**src/coib_pkg.sv**
```systemverilog
// coib_pkg: shared types and constants of the coalescing input event buffer
// slot entry layout, beat widths and sequencer states; no dependencies
package coib_pkg;

  localparam int ID_W    = 8;
  localparam int KIND_W  = 4;
  localparam int VALUE_W = 16;
  localparam int ENTRY_W = ID_W + KIND_W + 2 * VALUE_W;
  localparam int DATA_W  = ((ENTRY_W + 7) / 8) * 8;
  localparam int CFG_IDX_W = 2;

  localparam logic [CFG_IDX_W-1:0] CFG_ANALOG_A = 2'd0;
  localparam logic [CFG_IDX_W-1:0] CFG_ANALOG_B = 2'd1;
  localparam logic [CFG_IDX_W-1:0] CFG_ROTARY   = 2'd2;

  // packed with id in the lowest bits
  typedef struct packed {
    logic signed [VALUE_W-1:0] after_val;
    logic signed [VALUE_W-1:0] before_val;
    logic        [KIND_W-1:0]  kind;
    logic        [ID_W-1:0]    id;
  } entry_t;

  typedef enum logic [2:0] {
    S_IDLE,
    S_PSCAN,
    S_PWRITE,
    S_QSCAN,
    S_QREAD,
    S_QOUT
  } state_t;

endpackage

```
**src/coalescing_input_event_buffer_core.sv**
```systemverilog
// coalescing_input_event_buffer_core: slot buffer of input events with coalescing
// slot contents in one synchronous memory, busy flags in flip-flops
// depends on coib_pkg
//
//  channel   dir  beat fields
//  s_axis    in   tuser: req_type  tdata: in_id, in_kind, in_before, in_after
//  m_axis    out  tuser: found     tdata: out_id, out_kind, out_before, out_after
//  cfg       in   cfg_index selects analog_code_a, analog_code_b, rotary_code
//
// a push runs from acceptance to the next ready as one memory read
// per slot to search for the same id, a wait for the last read data, one write-back
// a pop runs a busy-flag scan of one slot per cycle, a read and
// the load of the output register, which waits while an earlier result is held
// reset clears busy flags and pop pointer and sets the codes to 1, 2, 3 at once; no clearing pass
// input is taken while a result still waits at the output
module coalescing_input_event_buffer_core
  import coib_pkg::*;
#(
  parameter int SLOTS = 16
) (
  input  logic                 clk,
  input  logic                 rst,
  input  logic                 s_axis_tvalid,
  output logic                 s_axis_tready,
  input  logic [DATA_W-1:0]    s_axis_tdata,  // in_id, in_kind, in_before, in_after
  input  logic                 s_axis_tuser,  // req_type
  output logic                 m_axis_tvalid,
  input  logic                 m_axis_tready,
  output logic [DATA_W-1:0]    m_axis_tdata,  // out_id, out_kind, out_before, out_after
  output logic                 m_axis_tuser,  // found
  input  logic                 cfg_we,
  input  logic [CFG_IDX_W-1:0] cfg_index,
  input  logic [KIND_W-1:0]    cfg_data
);

  localparam int IDX_W = (SLOTS > 1) ? $clog2(SLOTS) : 1;
  localparam int CNT_W = $clog2(SLOTS + 1);
  localparam logic [CNT_W-1:0] CNT_END  = CNT_W'(SLOTS);
  localparam logic [CNT_W-1:0] CNT_LAST = CNT_W'(SLOTS - 1);

  state_t state, state_next;

  logic [KIND_W-1:0] analog_a, analog_b, rotary;

  logic [SLOTS-1:0] busy;
  logic             ptr_valid;
  logic [IDX_W-1:0] ptr;

  entry_t mem [SLOTS];
  entry_t mem_q;
  logic   mem_re, mem_we;
  logic [IDX_W-1:0] mem_raddr, mem_waddr;
  entry_t mem_wdata;

  logic [CNT_W-1:0] cnt;
  logic             rd_vld;
  logic [IDX_W-1:0] rd_idx;

  entry_t item;
  logic   is_analog, is_rotary;

  logic             hit;
  logic [IDX_W-1:0] hit_idx;
  entry_t           hit_entry;
  logic             free_found;
  logic [IDX_W-1:0] free_idx;

  logic             first_found, next_found;
  logic [IDX_W-1:0] first_idx, next_idx;
  logic             any;
  logic [IDX_W-1:0] pick;
  logic             out_load;

  logic signed [VALUE_W-1:0] rot_sum;
  entry_t s_entry;

  assign s_entry       = entry_t'(s_axis_tdata[ENTRY_W-1:0]);
  assign s_axis_tready = (state == S_IDLE);
  assign any           = first_found | next_found;
  assign pick          = next_found ? next_idx : first_idx;
  assign rot_sum       = hit_entry.after_val + item.after_val;

  // sequencer
  always_ff @(posedge clk) begin
    if (rst) begin
      state <= S_IDLE;
    end else begin
      state <= state_next;
    end
  end

  always_comb begin
    state_next = state;
    mem_re     = 1'b0;
    mem_raddr  = cnt[IDX_W-1:0];
    mem_we     = 1'b0;
    mem_waddr  = hit ? hit_idx : (free_found ? free_idx : '0);
    mem_wdata  = item;
    out_load   = 1'b0;
    if (hit) begin
      mem_wdata.id         = hit_entry.id;
      mem_wdata.kind       = hit_entry.kind;
      mem_wdata.before_val = is_analog ? item.before_val : hit_entry.before_val;
      mem_wdata.after_val  = is_analog ? item.after_val : rot_sum;
    end
    case (state)
      S_IDLE: begin
        if (s_axis_tvalid) begin
          state_next = s_axis_tuser ? S_QSCAN : S_PSCAN;
        end
      end
      S_PSCAN: begin
        if (cnt != CNT_END) begin
          mem_re = 1'b1;
        end else begin
          state_next = S_PWRITE;
        end
      end
      S_PWRITE: begin
        mem_we     = 1'b1;
        state_next = S_IDLE;
      end
      S_QSCAN: begin
        if (cnt == CNT_LAST) begin
          state_next = S_QREAD;
        end
      end
      S_QREAD: begin
        mem_re     = 1'b1;
        mem_raddr  = pick;
        state_next = S_QOUT;
      end
      S_QOUT: begin
        if (!m_axis_tvalid || m_axis_tready) begin
          out_load   = 1'b1;
          state_next = S_IDLE;
        end
      end
      default: begin
        state_next = S_IDLE;
      end
    endcase
  end

  // slot memory
  always_ff @(posedge clk) begin
    if (mem_we) begin
      mem[mem_waddr] <= mem_wdata;
    end
    if (mem_re) begin
      mem_q <= mem[mem_raddr];
    end
  end

  // datapath and control registers
  always_ff @(posedge clk) begin
    if (rst) begin
      analog_a      <= KIND_W'(1);
      analog_b      <= KIND_W'(2);
      rotary        <= KIND_W'(3);
      busy          <= '0;
      ptr_valid     <= 1'b0;
      ptr           <= '0;
      m_axis_tvalid <= 1'b0;
      cnt           <= '0;
      rd_vld        <= 1'b0;
      hit           <= 1'b0;
      free_found    <= 1'b0;
      first_found   <= 1'b0;
      next_found    <= 1'b0;
    end else begin
      if (cfg_we) begin
        case (cfg_index)
          CFG_ANALOG_A: analog_a <= cfg_data;
          CFG_ANALOG_B: analog_b <= cfg_data;
          CFG_ROTARY:   rotary   <= cfg_data;
          default: ;
        endcase
      end
      if (m_axis_tvalid && m_axis_tready && !out_load) begin
        m_axis_tvalid <= 1'b0;
      end
      case (state)
        S_IDLE: begin
          if (s_axis_tvalid) begin
            item        <= s_entry;
            is_analog   <= (s_entry.kind == analog_a) || (s_entry.kind == analog_b);
            is_rotary   <= (s_entry.kind != analog_a) && (s_entry.kind != analog_b) &&
                           (s_entry.kind == rotary);
            cnt         <= '0;
            rd_vld      <= 1'b0;
            hit         <= 1'b0;
            free_found  <= 1'b0;
            first_found <= 1'b0;
            next_found  <= 1'b0;
          end
        end
        S_PSCAN: begin
          rd_vld <= mem_re;
          rd_idx <= cnt[IDX_W-1:0];
          if (mem_re) begin
            cnt <= cnt + CNT_W'(1);
            if (!busy[cnt[IDX_W-1:0]] && !free_found) begin
              free_found <= 1'b1;
              free_idx   <= cnt[IDX_W-1:0];
            end
          end
          // same id match, lowest slot wins
          if (rd_vld && (is_analog || is_rotary) && busy[rd_idx] &&
              (mem_q.id == item.id) && !hit) begin
            hit       <= 1'b1;
            hit_idx   <= rd_idx;
            hit_entry <= mem_q;
          end
        end
        S_PWRITE: begin
          if (!hit) begin
            busy[mem_waddr] <= 1'b1;
          end
        end
        S_QSCAN: begin
          cnt <= cnt + CNT_W'(1);
          if (busy[cnt[IDX_W-1:0]]) begin
            if (!first_found) begin
              first_found <= 1'b1;
              first_idx   <= cnt[IDX_W-1:0];
            end
            if (ptr_valid && (cnt[IDX_W-1:0] > ptr) && !next_found) begin
              next_found <= 1'b1;
              next_idx   <= cnt[IDX_W-1:0];
            end
          end
        end
        S_QOUT: begin
          if (out_load) begin
            m_axis_tvalid <= 1'b1;
            m_axis_tuser  <= any;
            m_axis_tdata  <= any ? DATA_W'(mem_q) : '0;
            ptr_valid     <= any;
            ptr           <= any ? pick : '0;
            if (any) begin
              busy[pick] <= 1'b0;
            end
          end
        end
        default: ;
      endcase
    end
  end

  // checks
  a_pop_frees_slot: assert property (@(posedge clk) disable iff (rst)
    (out_load && any) |=> !busy[$past(pick)])
    else $error("popped slot still busy");

  a_push_fills_slot: assert property (@(posedge clk) disable iff (rst)
    (state == S_PWRITE && !hit) |=> busy[$past(mem_waddr)])
    else $error("stored slot not marked busy");

  a_result_from_pop: assert property (@(posedge clk) disable iff (rst)
    $rose(m_axis_tvalid) |-> ($past(state) == S_QOUT))
    else $error("result raised outside a pop");

  a_empty_pop_zero: assert property (@(posedge clk) disable iff (rst)
    (out_load && !any) |=> (!ptr_valid && m_axis_tdata == '0))
    else $error("empty pop left pointer or data set");

endmodule

```
**config.mk**
```make
export PLATFORM = sky130hd
export DESIGN_NAME = coalescing_input_event_buffer_core
export DESIGN_NICKNAME = d
export VERILOG_FILES = /design/src/coib_pkg.sv /design/src/coalescing_input_event_buffer_core.sv
export SDC_FILE = /design/constraint.sdc
export NUM_CORES = 1
export LEC_CHECK = 0
export CAP_MARGIN = 0
export CORE_UTILIZATION = 38
export CTS_CLUSTER_SIZE = 8
export DETAILED_ROUTE_END_ITERATION = 8
export DONT_BUFFER_PORTS = 1
export GPL_TIMING_DRIVEN = 0
export PLACE_DENSITY_LB_ADDON = 0.2
export RECOVER_POWER = 50
export SLEW_MARGIN = 5
export SYNTH_ARGS = -nofsm -noshare
export SYNTH_HDL_FRONTEND = slang
export SYNTH_SLANG_ARGS = --single-unit
```
**constraint.sdc**
```tcl
create_clock -name clk -period 6.8 [get_ports clk]
set_input_delay 1.36 -clock clk [delete_from_list [all_inputs] [get_ports clk]]
set_output_delay 1.36 -clock clk [all_outputs]
set_load 0.005 [all_outputs]
```
==> impl_metrics.toml <==
[cts]
clockBufferDepth = 3
cts_buffers = 137
clock_latency_ps = 720
cts_hold_buf = 0
cts.sinks = 950
cts_htree_levels = 4
post_cts_resized = 0
clk_pin_slew_ps = 50
cts_tree = "done"
cts_setup_buffers = 0
root_buffer = "clkbuf_16"

[timing]
setup_viol = 0
fin_skew_ps = 22.6
max_freq_mhz = 200
timing.slew.headroom = -0.673
tightest_slew_ps = 2500
drv_slew = 164
period_needed_ps = 5010
rsz0062_at_grt = "no"
post-route-period-util = 0.737
finalSetupTns_ps = 0
finalHoldViolations = 0

[grt]
use_met3 = 0.0455
antenna_found_initial = 3
top_usage_layer = "met2"
grt_pass1_wl_um = 153000
grt_pass1_vias = 23604
grt-ovfl-total = 0
use_met1 = 0.274
use_met2 = 0.335
grtUsageTotal = 0.209
grt_max_degree = 28

[die]
rows = 114
start_util = 0.386
fp.dieArea_mm2 = 0.100
io_pins = 111
die_x_um = 316
die_y_um = 316
core_mm2 = 0.0973

[synth]
syn_area_mm2 = 0.0375
ys_types = 62
yosysWarnings = 0
ys.flop_type = "edfxtp_1"
yosysTopAreaCell = "edfxtp_1"
yosysSeqAreaShare = 0.748
synth.avg_cell_area_um2 = 14.1
synthArstFlopShare = 0
ys_ff_latch = 950
synth_area_leaders = "edfxtp_1 72%, a21oi_1 5.2%, nand2_1 4.8%"
synth_top_area_share = 0.723
yosysMostFrequentCell = "edfxtp_1"
synth_common_cells = "903 x edfxtp_1, 484 x nand2_1, 391 x a21oi_1, 221 x a22oi_1, 85 x buf_2"
synthCells = 2651
synth_edf_count = 903

[placed_design]
port_buffers = 0
place_hpwl_um = 68700
gp_congestion = 0.835
placed_area_mm2 = 0.0399

[worst_setup_path]
cp_cell_sequence = "clkbuf_1 -> inv_1 -> ha_1 -> nand2_1 -> nor3_1 -> nor3_1 -> or2_0 -> buf_12 -> and4b_1"
path_common_cell = "nor3_1"
startpoint = "cnt[0]"
crit_type = "register to register"
critical-path-slowest-cell = "or2_0"
r2r_start = "cnt[0]"
required_ps = 7200
arrival_ps = 5410
cp_max_fo = 24
worstSetupStartpointType = "register"
slowest_delay_ps = 1820
critical_path.endpoint_type = "register"

[job]
drv_cap = 7

[drt]
vias = 23180
routed_wl_um = 104000
dr.pass1.iters = 5
wl_per_cell_um = 25.1
drt-initial-drc-count = 2267
detail-route-antenna-nets = 0
vias_per_cell = 5.60
drcViolationCount = 0

[hold_path]
worstHoldStart = "mem_q[11]"
hp-class = "register to register"

[power]
power_leakage_nw = 14.1
max-vdd-ir-drop_mv = 0.259
p_total_w = 0.0149
power_density_mw_per_mm2 = 342

[finish]
drive_gt1_frac = 0.113
area_delta_synth_final_pct = 16.1
final_nets = 2914
final_area_mm2 = 0.0435

[outcome]
status = "finished, violations left"
violations = "capacitance limit, slew limit"
==> where the power goes <==
part           total [W]  switching (W)  internal [W]
combinational    0.00193        0.00137      0.000556
sequential       0.00686      0.0000962       0.00676
clock            0.00611        0.00243       0.00368
==> state kept, by name, summed over array words and instances, names as in the netlist, 3 cells and up <==
signal	cells
m_axis_tdata	44
first_idx	4
analog_a	4
busy	16
state	3
hit_entry	44
free_idx	4
next_idx	4
item	44
rd_idx	4
mem_q	44
ptr	4
analog_b	4
mem	704
hit_idx	4
rotary	4
cnt	5
==> routing by layer <==
metal  up-vias  wire length [um]
li1      10328                 -
met4         2              3790
met5         -                13
met2       959             49300
met3       205              7950
met1     11686             43100
==> cells by family (layout without fill, tap and decap cells) <==
kind of cell             after synthesis  count (layout)  synth area share
AO/OA/AOI/OAI                        697             697             0.112
XOR/XNOR                              36              36           0.00841
adder cells (fa/ha/maj)               23              23           0.00787
buffers and inverters                177             388            0.0223
flip-flops                           950             950             0.748
multiplexers                          63              63            0.0216
other                                  1               5          0.000100
AND/OR/NAND/NOR                      704             704            0.0797
==> worst max-delay path: cells and delay by family, from the launching register on <==
kind / cells / cell delay, ps
adder cells (fa/ha/maj): 1 / 270
AND/OR/NAND/NOR: 5 / 2750
flip-flops: 1 / 510
buffers and inverters: 3 / 1150
==> cell type report <==
class                           count  area (um2)
Fill cell                        8618       53700
Timing Repair Buffer               38         551
Clock buffer                      159        3570
Inverter                           14        52.6
Sequential cell                   950       28100
Multi-Input combinational cell   1527        8740
Clock inverter                     14         196
Buffer                            163         776
Antenna cell                        1        2.50
Tap cell                         1276        1600
==> metrics by stage <==
stage               setup WS (ps)  hold slack, ps   util  std cells
global placement              139             430  0.402       3930
finish                       1790             442  0.448       4142
global route                 1430             453  0.448       4141
detailed placement           2920             429  0.410       3968
floorplan                    2640             417      -       2654
CTS                          2890             440  0.449       4141
==> cell usage in the layout, fill, tap and decap left out, types with 14 or more instances in the layout <==
cell type and n:
inv_1 14, and2_0 28, edfxtp_1 903, clkbuf_1 94
a22oi_1 221, mux2_1 27, nor2_1 50, a211oi_1 20
a21oi_1 391, dfxtp_1 47, xor2_1 19, nand3_1 52
o21ai_0 20, and2_1 18, ha_1 22, clkbuf_16 140
nor2_4 14, xnor2_1 17, buf_12 21, nand2_1 484
buf_2 83
==> final timing paths <==
check	to	slack (ps)	cells after the start
worst max-delay path	free_idx[2]	1790	9
worst min-delay path	hit_entry[11]	440	0
worst max register to register	free_idx[2]	1790	9
worst min register to register	hit_entry[11]	440	0
No activity file was read; power rests on OpenSTA's default activity.
